$ cat src/rtl/osis_pkg.sv
`default_nettype none

package osis_pkg;

  // fixed widths
  localparam int unsigned CFG_W    = 56;
  localparam int unsigned DATA_W   = 32;
  localparam int unsigned DEG_W    = 16;

  // number of set-up register writes after power up
  localparam int unsigned SETUP_STEPS = 7;

  // input queue between front and back
  localparam int unsigned QDEPTH = 4;
  localparam int unsigned QPTR_W = $clog2(QDEPTH);
  localparam int unsigned QCNT_W = $clog2(QDEPTH + 1);

  // event kinds
  localparam logic [1:0] KIND_START = 2'd0;
  localparam logic [1:0] KIND_DONE  = 2'd1;
  localparam logic [1:0] KIND_REQ   = 2'd2;
  localparam logic [1:0] KIND_FAIL  = 2'd3;

  // configuration register indexes
  localparam logic [1:0] CFG_SETUP_REGS = 2'd0;
  localparam logic [1:0] CFG_SETUP_VALS = 2'd1;
  localparam logic [1:0] CFG_DEV_ADDR   = 2'd2;

  localparam logic [CFG_W-1:0] SETUP_REGS_RST = 56'h34335432575655;
  localparam logic [CFG_W-1:0] SETUP_VALS_RST = 56'h0107060A01010A;
  localparam logic [6:0]       DEV_ADDR_RST   = 7'h28;

  // sensor registers
  localparam logic [7:0] REG_STATUS  = 8'h37;
  localparam logic [7:0] REG_RESET   = 8'h9B;
  localparam logic [7:0] REG_EVENTS  = 8'h35;
  localparam logic [7:0] REG_HEADING = 8'h00;
  localparam logic [7:0] REG_PITCH   = 8'h04;
  localparam logic [7:0] REG_ROLL    = 8'h08;

  localparam logic [7:0] RESET_CMD   = 8'h01;

  localparam logic [2:0] NB_STATUS   = 3'd1;
  localparam logic [2:0] NB_ANGLE    = 3'd4;

  // phases
  localparam logic [1:0] PH_POWER  = 2'd0;
  localparam logic [1:0] PH_SETUP  = 2'd1;
  localparam logic [1:0] PH_NORMAL = 2'd2;
  localparam logic [1:0] PH_RESET  = 2'd3;

  localparam logic [1:0] AXIS_HEADING = 2'd0;
  localparam logic [1:0] AXIS_PITCH   = 2'd1;
  localparam logic [1:0] AXIS_ROLL    = 2'd2;

  // angle scaling: d = floor(|f| * 9000 / 157)
  localparam logic [13:0] ANG_MUL   = 14'd9000;
  localparam logic [7:0]  ANG_DIV   = 8'd157;
  localparam logic [24:0] DIV_RECIP = 25'd27356479;   // floor(2^32 / 157)
  localparam logic [23:0] SAT_LIMIT = 24'd10289152;   // 65536 * 157
  localparam logic [7:0]  EXP_BIG   = 8'd150;
  localparam logic [7:0]  EXP_INF   = 8'hFF;
  localparam logic [15:0] ANG_ZERO  = 16'd180;

  typedef struct packed {
    logic [1:0]        kind;
    logic [DATA_W-1:0] response_data;
  } in_t;

  typedef struct packed {
    logic             cmd_valid;
    logic             cmd_write;
    logic [6:0]       cmd_address;
    logic [7:0]       cmd_register;
    logic [7:0]       cmd_value;
    logic [2:0]       cmd_read_bytes;
    logic             angle_valid;
    logic [1:0]       angle_axis;
    logic [DEG_W-1:0] angle_degrees;
    logic [1:0]       phase;
  } out_t;

  // classified event handed from front to back
  typedef struct packed {
    logic              is_start;
    logic              is_done;
    logic              is_req;
    logic [DATA_W-1:0] data;
  } evt_t;

endpackage

`default_nettype wire

$ cat src/rtl/osis_front.sv
`default_nettype none

module osis_front (
  input  wire logic          clk,
  input  wire logic          rst_n,
  input  wire logic          in_valid,
  output logic               in_stall,
  input  wire osis_pkg::in_t in_data,
  output logic               q_valid,
  output osis_pkg::evt_t     q_evt,
  input  wire logic          q_pop
);

  osis_pkg::in_t mem [osis_pkg::QDEPTH];

  logic [osis_pkg::QPTR_W-1:0] wr_ptr_r, wr_ptr_nxt;
  logic [osis_pkg::QPTR_W-1:0] rd_ptr_r, rd_ptr_nxt;
  logic [osis_pkg::QCNT_W-1:0] cnt_r, cnt_nxt;
  logic                        push;
  logic                        pop;
  osis_pkg::in_t               head;

  assign in_stall = (cnt_r == osis_pkg::QCNT_W'(osis_pkg::QDEPTH));
  assign push     = in_valid && !in_stall;
  assign q_valid  = (cnt_r != '0);
  assign pop      = q_pop && q_valid;
  assign head     = mem[rd_ptr_r];

  always_comb begin
    wr_ptr_nxt = push ? wr_ptr_r + 1'b1 : wr_ptr_r;
    rd_ptr_nxt = pop ? rd_ptr_r + 1'b1 : rd_ptr_r;
    cnt_nxt    = cnt_r;
    if (push && !pop) begin
      cnt_nxt = cnt_r + 1'b1;
    end else if (pop && !push) begin
      cnt_nxt = cnt_r - 1'b1;
    end
  end

  always_ff @(posedge clk) begin
    if (!rst_n) begin
      wr_ptr_r <= '0;
      rd_ptr_r <= '0;
      cnt_r    <= '0;
    end else begin
      wr_ptr_r <= wr_ptr_nxt;
      rd_ptr_r <= rd_ptr_nxt;
      cnt_r    <= cnt_nxt;
    end
  end

  always_ff @(posedge clk) begin
    if (push) begin
      mem[wr_ptr_r] <= in_data;
    end
  end

  // classify the head beat by kind; failures carry no flag
  always_comb begin
    q_evt          = '0;
    q_evt.data     = head.response_data;
    unique case (head.kind)
      osis_pkg::KIND_START: q_evt.is_start = 1'b1;
      osis_pkg::KIND_DONE:  q_evt.is_done  = 1'b1;
      osis_pkg::KIND_REQ:   q_evt.is_req   = 1'b1;
      default: ;
    endcase
  end

`ifndef SYNTHESIS
  a_cnt_bound: assert property (@(posedge clk) disable iff (!rst_n)
    cnt_r <= osis_pkg::QCNT_W'(osis_pkg::QDEPTH))
    else $error("queue count out of range");

  a_ptr_gap: assert property (@(posedge clk) disable iff (!rst_n)
    (cnt_r == '0 || cnt_r == osis_pkg::QCNT_W'(osis_pkg::QDEPTH)) |-> wr_ptr_r == rd_ptr_r)
    else $error("queue pointers disagree with count");

  a_full_hold: assert property (@(posedge clk) disable iff (!rst_n)
    (in_stall && !q_pop) |=> in_stall)
    else $error("queue lost a beat while full");
`endif

endmodule

`default_nettype wire

$ cat config.mk
export PLATFORM = sky130hd
export DESIGN_NAME = osis_front
export DESIGN_NICKNAME = d
export VERILOG_FILES = /design/src/rtl/osis_pkg.sv /design/src/rtl/osis_front.sv
export SDC_FILE = /design/constraint.sdc
export NUM_CORES = 1
export LEC_CHECK = 0
export BUFFER_PORTS_ARGS = -buffer_cell sky130_fd_sc_hd__buf_2
export CORE_MARGIN = 4
export CORE_UTILIZATION = 30
export DETAILED_ROUTE_END_ITERATION = 8
export GPL_ROUTABILITY_DRIVEN = 0
export PLACE_DENSITY = 0.46
export SETUP_SLACK_MARGIN = 0.2
export SLEW_MARGIN = 20
export SYNTH_ARGS = -nofsm -noshare
export SYNTH_HDL_FRONTEND = slang
export SYNTH_SLANG_ARGS = --single-unit
$ cat constraint.sdc
create_clock -name clk -period 2.8 [get_ports clk]
set_clock_uncertainty 0.15 [all_clocks]
set_input_delay 0.28 -clock clk [delete_from_list [all_inputs] [get_ports clk]]
set_output_delay 0.28 -clock clk [all_outputs]
set_load 0.01 [all_outputs]
==> key figures, run 1 <==
Status
  – Outcome: finished clean

Die
  – Die span in x: roughly 140 um
  – I/O pin cnt: between 70 and 80
  – Starting Density: between 30 and 40%
  – Num rows: 48
  – Core area: ~0.017 sq mm
  – Die H: between 100 and 150 um
  – Die ar.: about 0.020 sq mm

Setup path
  – CP Launch Type: register
  – R2R Path End: cnt_r[2]
  – Crit path max fanout: 15
  – Internal reg-to-reg setup slack: 0.51 ns
  – Reg2Reg Depth: 8
  – CP required: roughly 2.4 ns
  – Worst Setup End Kind: primary output
  – Crit path DAT: around 2 ns
  – R2r startpoint: cnt_r[0]
  – CP Class: reg2out

Pwr
  – Sw frac: around a quarter
  – P_leak: 2.43 nW
  – P per Cell Area: roughly 900 mW/mm^2
  – Worst VDD drop: between 0.0006 and 0.0007 V
  – Sequential power share: around 44%
  – Logic pwr share: a little under a quarter
  – Clock power frac: around a third
  – Switching power: roughly 1.6 mW
  – Pint: about 4.7 mW

Layout
  – Layout cells sized above 1: 41.8%
  – Register area: approximately 0.0043 sq mm
  – Footprint of the multi-input gates: roughly 0.0011 sq mm
  – Area grow syn2layout: 29.9%
  – Final #Nets: 402
  – FILL cells: 1,589
  – Fin cells: 596
  – Diodes inserted: 0

Yosys
  – Seq cells post-synth: roughly 150
  – Compound-Gate Fraction of Synth Area: less than 1%
  – Post-synthesis xor/xnor area fraction: less than 1%
  – Avg Inst Size Synth: approximately 24 sq um
  – Post-Syn Area: ~0.0054 sq mm
  – Syn Inst Count: 229
  – Largest family of logic cells by synthesized area: multiplexers
  – Synth Area in Simple Gates: 2.20%
  – Ys Warns: 0
  – Post-synthesis cell type count: 22
  – Syn Nets: between 200 and 300
  – Register area share after synthesis: roughly four fifths
  – Post-Synth Adder-Cell Area: under 10%
  – Mux contribution to synthesized area: ~15%

Global routing
  – Vias in the first global route: between 2,000 and 3,000
  – Antenna violations before repair: 0
  – First-pass GRT wire length: about 17,000 um
  – Gr usage total: 11.2%
  – Largest net degree at the start of global routing: 22
  – GR Overflow Total: 0

Clock tree
  – Post-CTS setup buffer count: 0
  – Clk slew on worst S/H paths: approximately 0.050 ns
  – Root Buffer: clkbuf_16
  – Clock sink total: ~150
  – Post-CTS resize count: 0
  – Worst skew pair latency: just over 0.4 ns
  – Hold buffer count at CTS: 34
  – CTS H-Tree Depth: 4
  – TritonCTS Buffers: 17
  – Clock buffer depth: 2
  – TritonCTS clock tree: built

Drt
  – DRT antenna net count: 0
  – # DRC: 0
  – Initial DRT Pass Iterations: 4
  – Via density: 4.42
  – Vias: ~2,600
  – Mean routed wirelength per cell: about 18 um
  – WL final: 10,600 um
  – Iter 0 DRT Violations: around 150

STA
  – RSZ-0062 raised after global routing: no
  – Final TNS setup: 0 ns
  – F_max: approximately 410 MHz
  – Final Slew Violations: 0
  – Endpoints failing setup: 0
  – Slew margin rel.: 59.1%
  – Final hold vios: 0
  – Crit share post-route: slightly below 90%
  – Tmin final: ~2.4 ns
  – Worst Max-Slew Pin Slew: approximately 0.61 ns

Hold path
  – Hold depth: 2
  – Min-delay src: rst_n
  – Hold path endpoint: cnt_r[2]
  – Hold WC Path Type: in2reg

Placement
  – Port Buf Inserts: 74
  – Dpl hpwl: 6740 um
  – Placed insts: 530

Run
  – Max-cap violations: 0
## cells by family after synthesis
| group | count (synthesis) |
|---|---|
| buffers and inverters | 13 |
| AND/OR/NAND/NOR | 20 |
| adder cells (fa/ha/maj) | 6 |
| flip-flops | 145 |
| AO/OA/AOI/OAI | 4 |
| XOR/XNOR | 4 |
| multiplexers | 37 |
## worst max-delay path, cell delays in order (launching register included)
cell     delay, ns
dfxtp_2       0.47
buf_4         0.37
mux4_2        0.58
buf_2         0.16
## flip-flops by register name, summed over array words and instances (netlist names), named ones only
signal,count
mem,136
cnt_r,3
wr_ptr_r,2
rd_ptr_r,2
## layer usage
metal	track usage, %	share of wire [%]
met1	14.0	44
met2	18.3	50
met3	3.63	4.8
met4	4.20	0.88
met5	0	0
## layout by cell type, fill, tap and decap left out, types with 3 or more instances in the layout
cell type | Yosys | layout
mux4_2 | 34 | 34
dlygate4sd3_1 | 0 | 34
buf_4 | 0 | 8
and2_1 | 8 | 4
clkbuf_1 | 2 | 4
mux2i_1 | 3 | 3
nor2b_1 | 4 | 4
dfxtp_1 | 9 | 7
clkinv_2 | 0 | 5
and2_2 | 0 | 4
nand2_1 | 4 | 4
buf_12 | 0 | 4
xnor2_1 | 3 | 3
clkbuf_16 | 0 | 17
ha_1 | 5 | 5
inv_1 | 3 | 3
edfxtp_1 | 136 | 136
buf_2 | 4 | 74
## final cells by class
cell class	count	area share, %
clock buffers	21	6.26
clock inverters	11	1.60
inverters	3	0.160
multi-input cells	71	15.2
flip-flops and latches	145	60.7
well taps	225	4.00
repair buffers	120	12.1
## cells in the mapped netlist
master,n,share of area (%)
nor3b_2,1,0.23
o21ai_0,1,0.092
dfxtp_1,9,3.3
ha_1,5,1.2
nand2_1,4,0.28
o31ai_2,1,0.23
xnor2_1,3,0.49
buf_6,4,0.83
xor2_1,1,0.16
o311ai_1,1,0.16
edfxtp_1,136,75
inv_1,3,0.21
mux2i_1,3,0.55
clkbuf_1,2,0.14
nor2b_1,4,0.46
mux4_2,34,14
or3_1,2,0.23
and2_1,8,0.92
buf_2,4,0.37
nor2_1,1,0.069
a21boi_0,1,0.14
fa_1,1,0.37
## power by group through the flow
| stage | Sequential [mW] | Combinational (mW) | Clock [mW] |
|---|---|---|---|
| after floorplan | 2.74 | 0.979 | 0 |
| after global placement | 2.81 | 1.45 | 0 |
| after detailed placement | 2.82 | 1.45 | 0 |
| after CTS | 2.77 | 1.50 | 2.18 |
| after global routing | 2.79 | 1.58 | 2.29 |
| final | 2.77 | 1.44 | 2.10 |
## worst max path at each step
stage	end	slack, ns
after floorplan	cnt_r[2]	0.58
after global placement	cnt_r[2]	0.63
after detailed placement	cnt_r[2]	0.51
after CTS	q_evt[11]	0.30
after global routing	q_evt[11]	0.23
final	q_evt[11]	0.38
## per-stage QoR
| stage | power [mW] | area (sq um) | hold WS [ns] | worst slack, ns | utilization (%) |
|---|---|---|---|---|---|
| after floorplan | 3.72 | 5410 | 0.229 | 0.584 | - |
| after global placement | 4.26 | 6140 | 0.340 | 0.627 | 35.1 |
| after detailed placement | 4.27 | 6140 | 0.350 | 0.511 | 35.1 |
| after CTS | 6.45 | 7030 | 0.0405 | 0.305 | 40.2 |
| after global routing | 6.66 | 7030 | 0.0587 | 0.231 | 40.2 |
| final | 6.31 | 7030 | 0.0678 | 0.375 | 40.2 |
(Power assumes the default switching activity.)
==> run 2: changes to the inputs <==
--- a/config.mk
+++ b/config.mk
@@ -5,12 +5,13 @@
 export SDC_FILE = /design/constraint.sdc
 export NUM_CORES = 1
 export LEC_CHECK = 0
+export ABC_AREA = 1
 export BUFFER_PORTS_ARGS = -buffer_cell sky130_fd_sc_hd__buf_2
 export CORE_MARGIN = 4
-export CORE_UTILIZATION = 30
+export CORE_UTILIZATION = 43
 export DETAILED_ROUTE_END_ITERATION = 8
 export GPL_ROUTABILITY_DRIVEN = 0
-export PLACE_DENSITY = 0.46
+export PLACE_DENSITY = 0.61
 export SETUP_SLACK_MARGIN = 0.2
 export SLEW_MARGIN = 20
 export SYNTH_ARGS = -nofsm -noshare
==> run 2 against run 1 <==
Against the previous run: core utilization increased by 15 points; global-route usage rose by 4.4 points; hold slack got worse by 0.033 ns; area after synthesis grew 7.3%; sequential share of layout area decreased by 2.5 points; worst setup slack gained 0.017 ns; die area shrank 24%; final area grew 4.2%; critical endpoint is now q_evt[19].
==> key figures, run 2 <==
Status
  – Outcome: finished clean

Clock tree
  – CTS H-Tree Depth: 4
  – TritonCTS Buffers: 17
  – Root Buffer: clkbuf_16
  – Clk slew on worst S/H paths: about 0.06 ns
  – Clock buffer depth: 2
  – Worst skew pair latency: roughly 0.40 ns
  – Clock sink total: 145
  – TritonCTS clock tree: built
  – Post-CTS setup buffer count: 0

Drt
  – Mean routed wirelength per cell: around 16 um
  – Met2 WL post-DR: roughly 6000 um
  – Initial DRT Pass Iterations: 4
  – WL final: approximately 12,000 um
  – Metal1 wirelength: around 5000 um
  – Vias: approximately 3,500
  – Iter 0 DRT Violations: 198
  – Top layer in use: met4
  – # DRC: 0
  – DRT antenna net count: 0
  – Wire length on met3: roughly 570 um
  – Via density: 4.92

Die
  – Starting Density: 43.8%
  – Die ar.: about 0.015 sq mm
  – Die span in x: about 120 um
  – I/O pin cnt: 75
  – Die H: between 100 and 150 um
  – Num rows: 42
  – Core area: between 0.01 and 0.015 sq mm

STA
  – F_max: roughly 420 MHz
  – Final WS setup: slightly below 0.4 ns
  – Slew margin rel.: about three fifths
  – Crit share post-route: between 80% and 90%
  – Tmin final: between 2 and 2.5 ns
  – RSZ-0062 raised after global routing: no
  – Final Slew Violations: 0
  – Final TNS setup: 0 ns
  – Endpoints failing setup: 0
  – Worst Max-Slew Pin Slew: about 0.61 ns
  – Final hold vios: 0

Global routing
  – Largest net degree at the start of global routing: 69
  – Vias in the first global route: between 3,000 and 4,000
  – GR Overflow Total: 0
  – Antenna violations before repair: 0
  – First-pass GRT wire length: 18,900 um
  – Gr usage total: about 16%

Setup path
  – Worst Setup End Kind: primary output
  – Crit path max fanout: 27
  – Cells along the critical path: inv_2 > buf_4 > o21ai_0 > o22ai_2 > buf_2
  – Crit path DAT: a little under 2 ns
  – Worst setup path endpoint: q_evt[19]
  – R2R Path End: cnt_r[1]
  – CP Class: reg2out
  – R2r startpoint: cnt_r[1]
  – Max stage delay on crit path: roughly 0.4 ns
  – CP Launch Type: register
  – Internal reg-to-reg setup slack: 0.48 ns
  – CP required: approximately 2.4 ns
  – CP max-delay cell: inv_2
  – Reg2Reg Depth: 9

Yosys
  – Asr flop ratio synth: 0%
  – Commonest register cell after synthesis: edfxtp_1
  – Synth top cells by count: edfxtp_1 (136), o21ai_0 (61), nor2_1 (51)
  – Syn Nets: 455
  – Post-synthesis cell type count: 22
  – Ranking of synthesized cells by area: edfxtp_1 (70%), o22ai_2 (6.2%), o21ai_0 (5.3%)
  – Syn Inst Count: about 400
  – Seq cells post-synth: 145
  – Ys Warns: 0
  – Post-Syn Area: roughly 0.0058 sq mm
  – Avg Inst Size Synth: 14.1 sq um
  – Synth top area share: a little over two thirds
  – Number of flops mapped to enable cells by yosys: 136
  – Post-synth top area cell: edfxtp_1
  – Register area share after synthesis: roughly three quarters
  – Top-count cell post-synth: edfxtp_1

Pwr
  – P_leak: about 2.7 nW
  – P per Cell Area: 888 mW/mm^2
  – Worst VDD drop: approximately 0.0004 V

Placement
  – Port Buf Inserts: between 70 and 80
  – Placement Setup Slack: roughly 0.49 ns
  – Dpl hpwl: 7120 um

Layout
  – Commonest non-fill, non-tap cells in the layout: edfxtp_1 (136), buf_2 (74), o21ai_0 (61), nor2_1 (47), dlygate4sd3_1 (35)
  – Area grow syn2layout: 26.2%
  – Diodes inserted: 0
  – Largest registers: mem: 136 flops, cnt_r: 3 flops
  – Commonest non-fill, non-tap cell in the layout: edfxtp_1
  – Max reg flops: between 100 and 150
  – Final #Nets: about 570
  – Layout cells sized above 1: around a third
  – Most flop-heavy register: mem

Run
  – Max-cap violations: 0

Hold path
  – Hold WC Path Type: in2reg
[run 2: cell types whose count changed in the layout (fill, tap and decap cells not counted), sizes merged, moves of 4 or more]
cell and delta:
nor2 +79, o21ai +64, mux4 -34, o22ai +32, nand2 +30, inv +16, and2 -8, clkinv +4
nand3 +4, nor2b -4
[run 2: area by class of cell]
class | instances | area, sq um
Clock buffer | 18 | 429
Clock inverter | 14 | 123
Fill cell | 1144 | 5910
Inverter | 20 | 75.1
Multi-Input combinational cell | 226 | 1380
Sequential cell | 145 | 4270
Tap cell | 176 | 220
Timing Repair Buffer | 119 | 837
[run 2: cells by family (layout without fill, tap and decap cells)]
group	Yosys count	after routing	synth area share, %
flip-flops	145	145	73.4
AND/OR/NAND/NOR	119	119	9.22
buffers and inverters	40	171	3.34
adder cells (fa/ha/maj)	6	6	1.42
AO/OA/AOI/OAI	100	100	12.4
XOR/XNOR	1	1	0.151
[run 2: what timing repair did]
item | 4_1_cts | 5_1_grt
endpoints found under the setup margin | 0 | 1
resized for setup | 0 | 1
hold endpoints to repair | 140 | 0
hold buffers | 35 | 0
[run 2: through the flow]
step                      area (sq um)  util (%)  hold WS, ns  std cells  power, mW
after floorplan                   5810         -        0.229        411       3.87
final                             7330      55.3       0.0348        718       6.51
after global routing              7330      55.3       0.0190        718       6.87
after CTS                         7320      55.3       0.0103        718       6.60
after detailed placement          6420      48.5        0.349        651       4.46
after global placement            6420      48.5        0.340        651       4.42
[run 2: worst min-delay path by stage]
| stage | startpoint | endpoint | slack, ns | cells after the start |
|---|---|---|---|---|
| final | in_valid | wr_ptr_r[0] | 0.03 | 4 |
| after floorplan | in_data[0] | mem[0][0] | 0.23 | 0 |
| after detailed placement | in_data[22] | mem[3][22] | 0.35 | 1 |
| after global placement | rd_ptr_r[0] | rd_ptr_r[0] | 0.34 | 2 |
| after global routing | in_valid | wr_ptr_r[0] | 0.02 | 4 |
| after CTS | in_valid | wr_ptr_r[0] | 0.01 | 4 |
[run 2: power breakdown]
| part | switching, mW | leakage (nW) | internal [mW] |
|---|---|---|---|
| logic | 1.07 | 1.07 | 0.635 |
| registers | 0.0821 | 1.32 | 2.64 |
| clock network | 0.795 | 0.274 | 1.29 |
| total | 1.95 | 2.67 | 4.56 |
[run 2: metal layers]
layer	GRT usage, %	vias to the layer above
li1	-	1726
met1	19.4	1723
met2	26.0	79
met3	4.55	4
met4	5.80	0
met5	0	-
[run 2: critical path, delay by kind of cell, from the launching register on]
family / cells / cell delay, ns
compound gates: 2 / 0.30
buf+inv: 3 / 0.91
flops: 1 / 0.33
==> run 3: changes to the inputs <==
--- a/config.mk
+++ b/config.mk
@@ -5,13 +5,12 @@
 export SDC_FILE = /design/constraint.sdc
 export NUM_CORES = 1
 export LEC_CHECK = 0
-export ABC_AREA = 1
 export BUFFER_PORTS_ARGS = -buffer_cell sky130_fd_sc_hd__buf_2
 export CORE_MARGIN = 4
 export CORE_UTILIZATION = 43
 export DETAILED_ROUTE_END_ITERATION = 8
 export GPL_ROUTABILITY_DRIVEN = 0
-export PLACE_DENSITY = 0.61
+export PLACE_DENSITY = 0.64
 export SETUP_SLACK_MARGIN = 0.2
 export SLEW_MARGIN = 20
 export SYNTH_ARGS = -nofsm -noshare
==> constraint.sdc (replaced) <==
create_clock -name clk -period 2 [get_ports clk]
set_clock_uncertainty 0.15 [all_clocks]
set_input_delay 0.2 -clock clk [delete_from_list [all_inputs] [get_ports clk]]
set_output_delay 0.2 -clock clk [all_outputs]
set_load 0.01 [all_outputs]
==> run 3 against run 2 <==
Against the previous run: the flow now finishes with violations (setup timing); critical path depth shrank 2; final area grew 0.15%; flip-flop and latch count is the same; final cell count shrank 23%.
==> key figures, run 3 (synthesis results as in run 1) <==
Clock tree
  – Root Buffer: clkbuf_16
  – Clock buffer depth: 2
  – TritonCTS Buffers: 17
  – Clk slew on worst S/H paths: roughly 0.060 ns
  – Clock sink total: approximately 150
  – Worst skew pair latency: between 0.4 and 0.5 ns
  – TritonCTS clock tree: built
  – CTS H-Tree Depth: 4

Layout
  – Final #Nets: 413
  – Layout cells sized above 1: between 40% and 50%
  – Post-layout utilization of the core: 60.3%
  – Largest registers: mem: 136 flops, cnt_r: 3 flops
  – Diodes inserted: 0
  – FILL cells: ~900
  – Fin cells: 550
  – Area grow syn2layout: 35.6%
  – Most flop-heavy register: mem
  – Max reg flops: roughly 140
  – Commonest non-fill, non-tap cell in the layout: edfxtp_1
  – Commonest non-fill, non-tap cells in the layout: edfxtp_1 (136), buf_2 (53), dlygate4sd3_1 (35), mux4_2 (34), buf_6 (24)

Status
  – Failing checks: setup timing
  – Outcome: finished, violations left

Die
  – Starting Density: around 45%
  – Die H: about 120 um
  – Die span in x: 120 um
  – I/O pin cnt: 75
  – Num rows: 40
  – Die ar.: 0.0144 sq mm
  – Core area: 0.0122 sq mm

STA
  – Final WS setup: -0.0816 ns
  – Final hold slack: roughly 0.14 ns
  – RSZ-0062 raised after global routing: yes
  – Final hold vios: 0
  – Crit share post-route: 104%
  – Tmin final: between 2 and 2.5 ns
  – Slew margin rel.: about four fifths
  – Final Slew Violations: 0
  – Endpoints failing setup: 36
  – F_max: between 400 and 500 MHz
  – Worst Max-Slew Pin Slew: between 0.3 and 0.4 ns

Placement
  – Placed insts: 481
  – Placement Setup Slack: -0.148 ns
  – Port Buf Inserts: between 70 and 80
  – Dpl hpwl: 5970 um

Setup path
  – Reg2Reg Depth: 8
  – Crit path DAT: approximately 1.7 ns
  – CP required: roughly 1.7 ns
  – Cells along the critical path: mux4_2 > nor2b_4 > buf_6
  – Worst Setup End Kind: primary output
  – Max stage delay on crit path: about 0.6 ns
  – CP Class: reg2out
  – CP max-delay cell: mux4_2
  – Crit path max fanout: 6
  – CP Launch Type: register

Pwr
  – Worst VDD drop: about 0.00087 V
  – P per Cell Area: between 1000 and 1500 mW/mm^2
  – P_leak: about 2.6 nW

Global routing
  – Largest net degree at the start of global routing: 25
  – Vias in the first global route: slightly below 3,000
  – GR Overflow Total: 0
  – Antenna violations before repair: 0
  – Gr usage total: between 10 and 15%
  – First-pass GRT wire length: about 16,000 um

Drt
  – Via density: 4.87
  – # DRC: 0
  – Initial DRT Pass Iterations: 4
  – DRT antenna net count: 0
  – WL final: ~10,000 um
  – Mean routed wirelength per cell: between 15 and 20 um
  – Vias: between 2,000 and 3,000
  – Iter 0 DRT Violations: between 150 and 200
  – Metal1 wirelength: between 4000 and 5000 um
  – Wire length on met3: roughly 450 um
  – Top layer in use: met4
  – Met2 WL post-DR: between 5000 and 6000 um

Hold path
  – Hold WC Path Type: in2reg
  – Hold depth: 4

Run
  – Max-cap violations: 0
-- run 3: cell types whose count changed in the layout (fill, tap and decap cells not counted), moves of 27 or more --
cell	delta
o21ai_0	-60
nor2_1	-47
mux4_2	+34
nor2_2	-29
o22ai_2	-29
nand2_1	-27
-- run 3: layout make-up --
type	instances	area (sq um)	share of cell area, %
sequential	145	4280	58.3
multi-input combinational	71	1130	15.3
timing repair buffer	131	1120	15.3
clock buffer	17	425	5.80
tap	168	210	2.86
clock inverter	15	168	2.28
inverter	3	11.3	0.153
-- run 3: timing repair --
action                                  in CTS  in global routing
gates resized for setup                     22                 16
endpoints found under the setup margin     135                 61
hold endpoints to repair                   145                  0
setup buffers                                1                  0
hold buffers                                35                  0
pin swaps                                    0                  1
gates cloned                                 0                  1
-- run 3: stage by stage --
| stage | setup TNS [ns] | area (sq um) | total power, mW |
|---|---|---|---|
| 6_report | -1.50 | 7340 | 9.61 |
| 5_1_grt | -4.13 | 7340 | 10.1 |
| 4_1_cts | -2.50 | 7230 | 9.49 |
| 3_5_place_dp | -0.148 | 6180 | 6.08 |
| 3_3_place_gp | -0.0370 | 6180 | 6.04 |
| 2_1_floorplan | -0.0282 | 5460 | 5.26 |
-- run 3: worst paths after layout --
| kind | startpoint | endpoint | slack (ns) |
|---|---|---|---|
| setup reg to reg | cnt_r[2] | cnt_r[2] | -0.06 |
| hold reg to reg | wr_ptr_r[0] | wr_ptr_r[0] | 0.36 |
| hold / removal | q_pop | register | 0.14 |
| setup / recovery | register | q_evt[33] | -0.08 |
-- run 3: worst max-delay path, delay by kind of cell (launching register included) --
family	cells	cell delay, ns
multiplexers	1	0.60
buffers and inverters	1	0.12
flip-flops	1	0.43
AND/OR/NAND/NOR	1	0.17
-- run 3: report_power, final --
| group | internal, mW | switching (mW) |
|---|---|---|
| combinational | 1.49 | 1.12 |
| sequential | 3.71 | 0.162 |
| clock | 1.95 | 1.18 |
-- run 3: per-layer routing --
metal / vias up / track usage [%]
met5: - / 0
met2: 65 / 24.2
met4: 0 / 6.66
met3: 13 / 4.40
met1: 1371 / 18.8
li1: 1231 / -
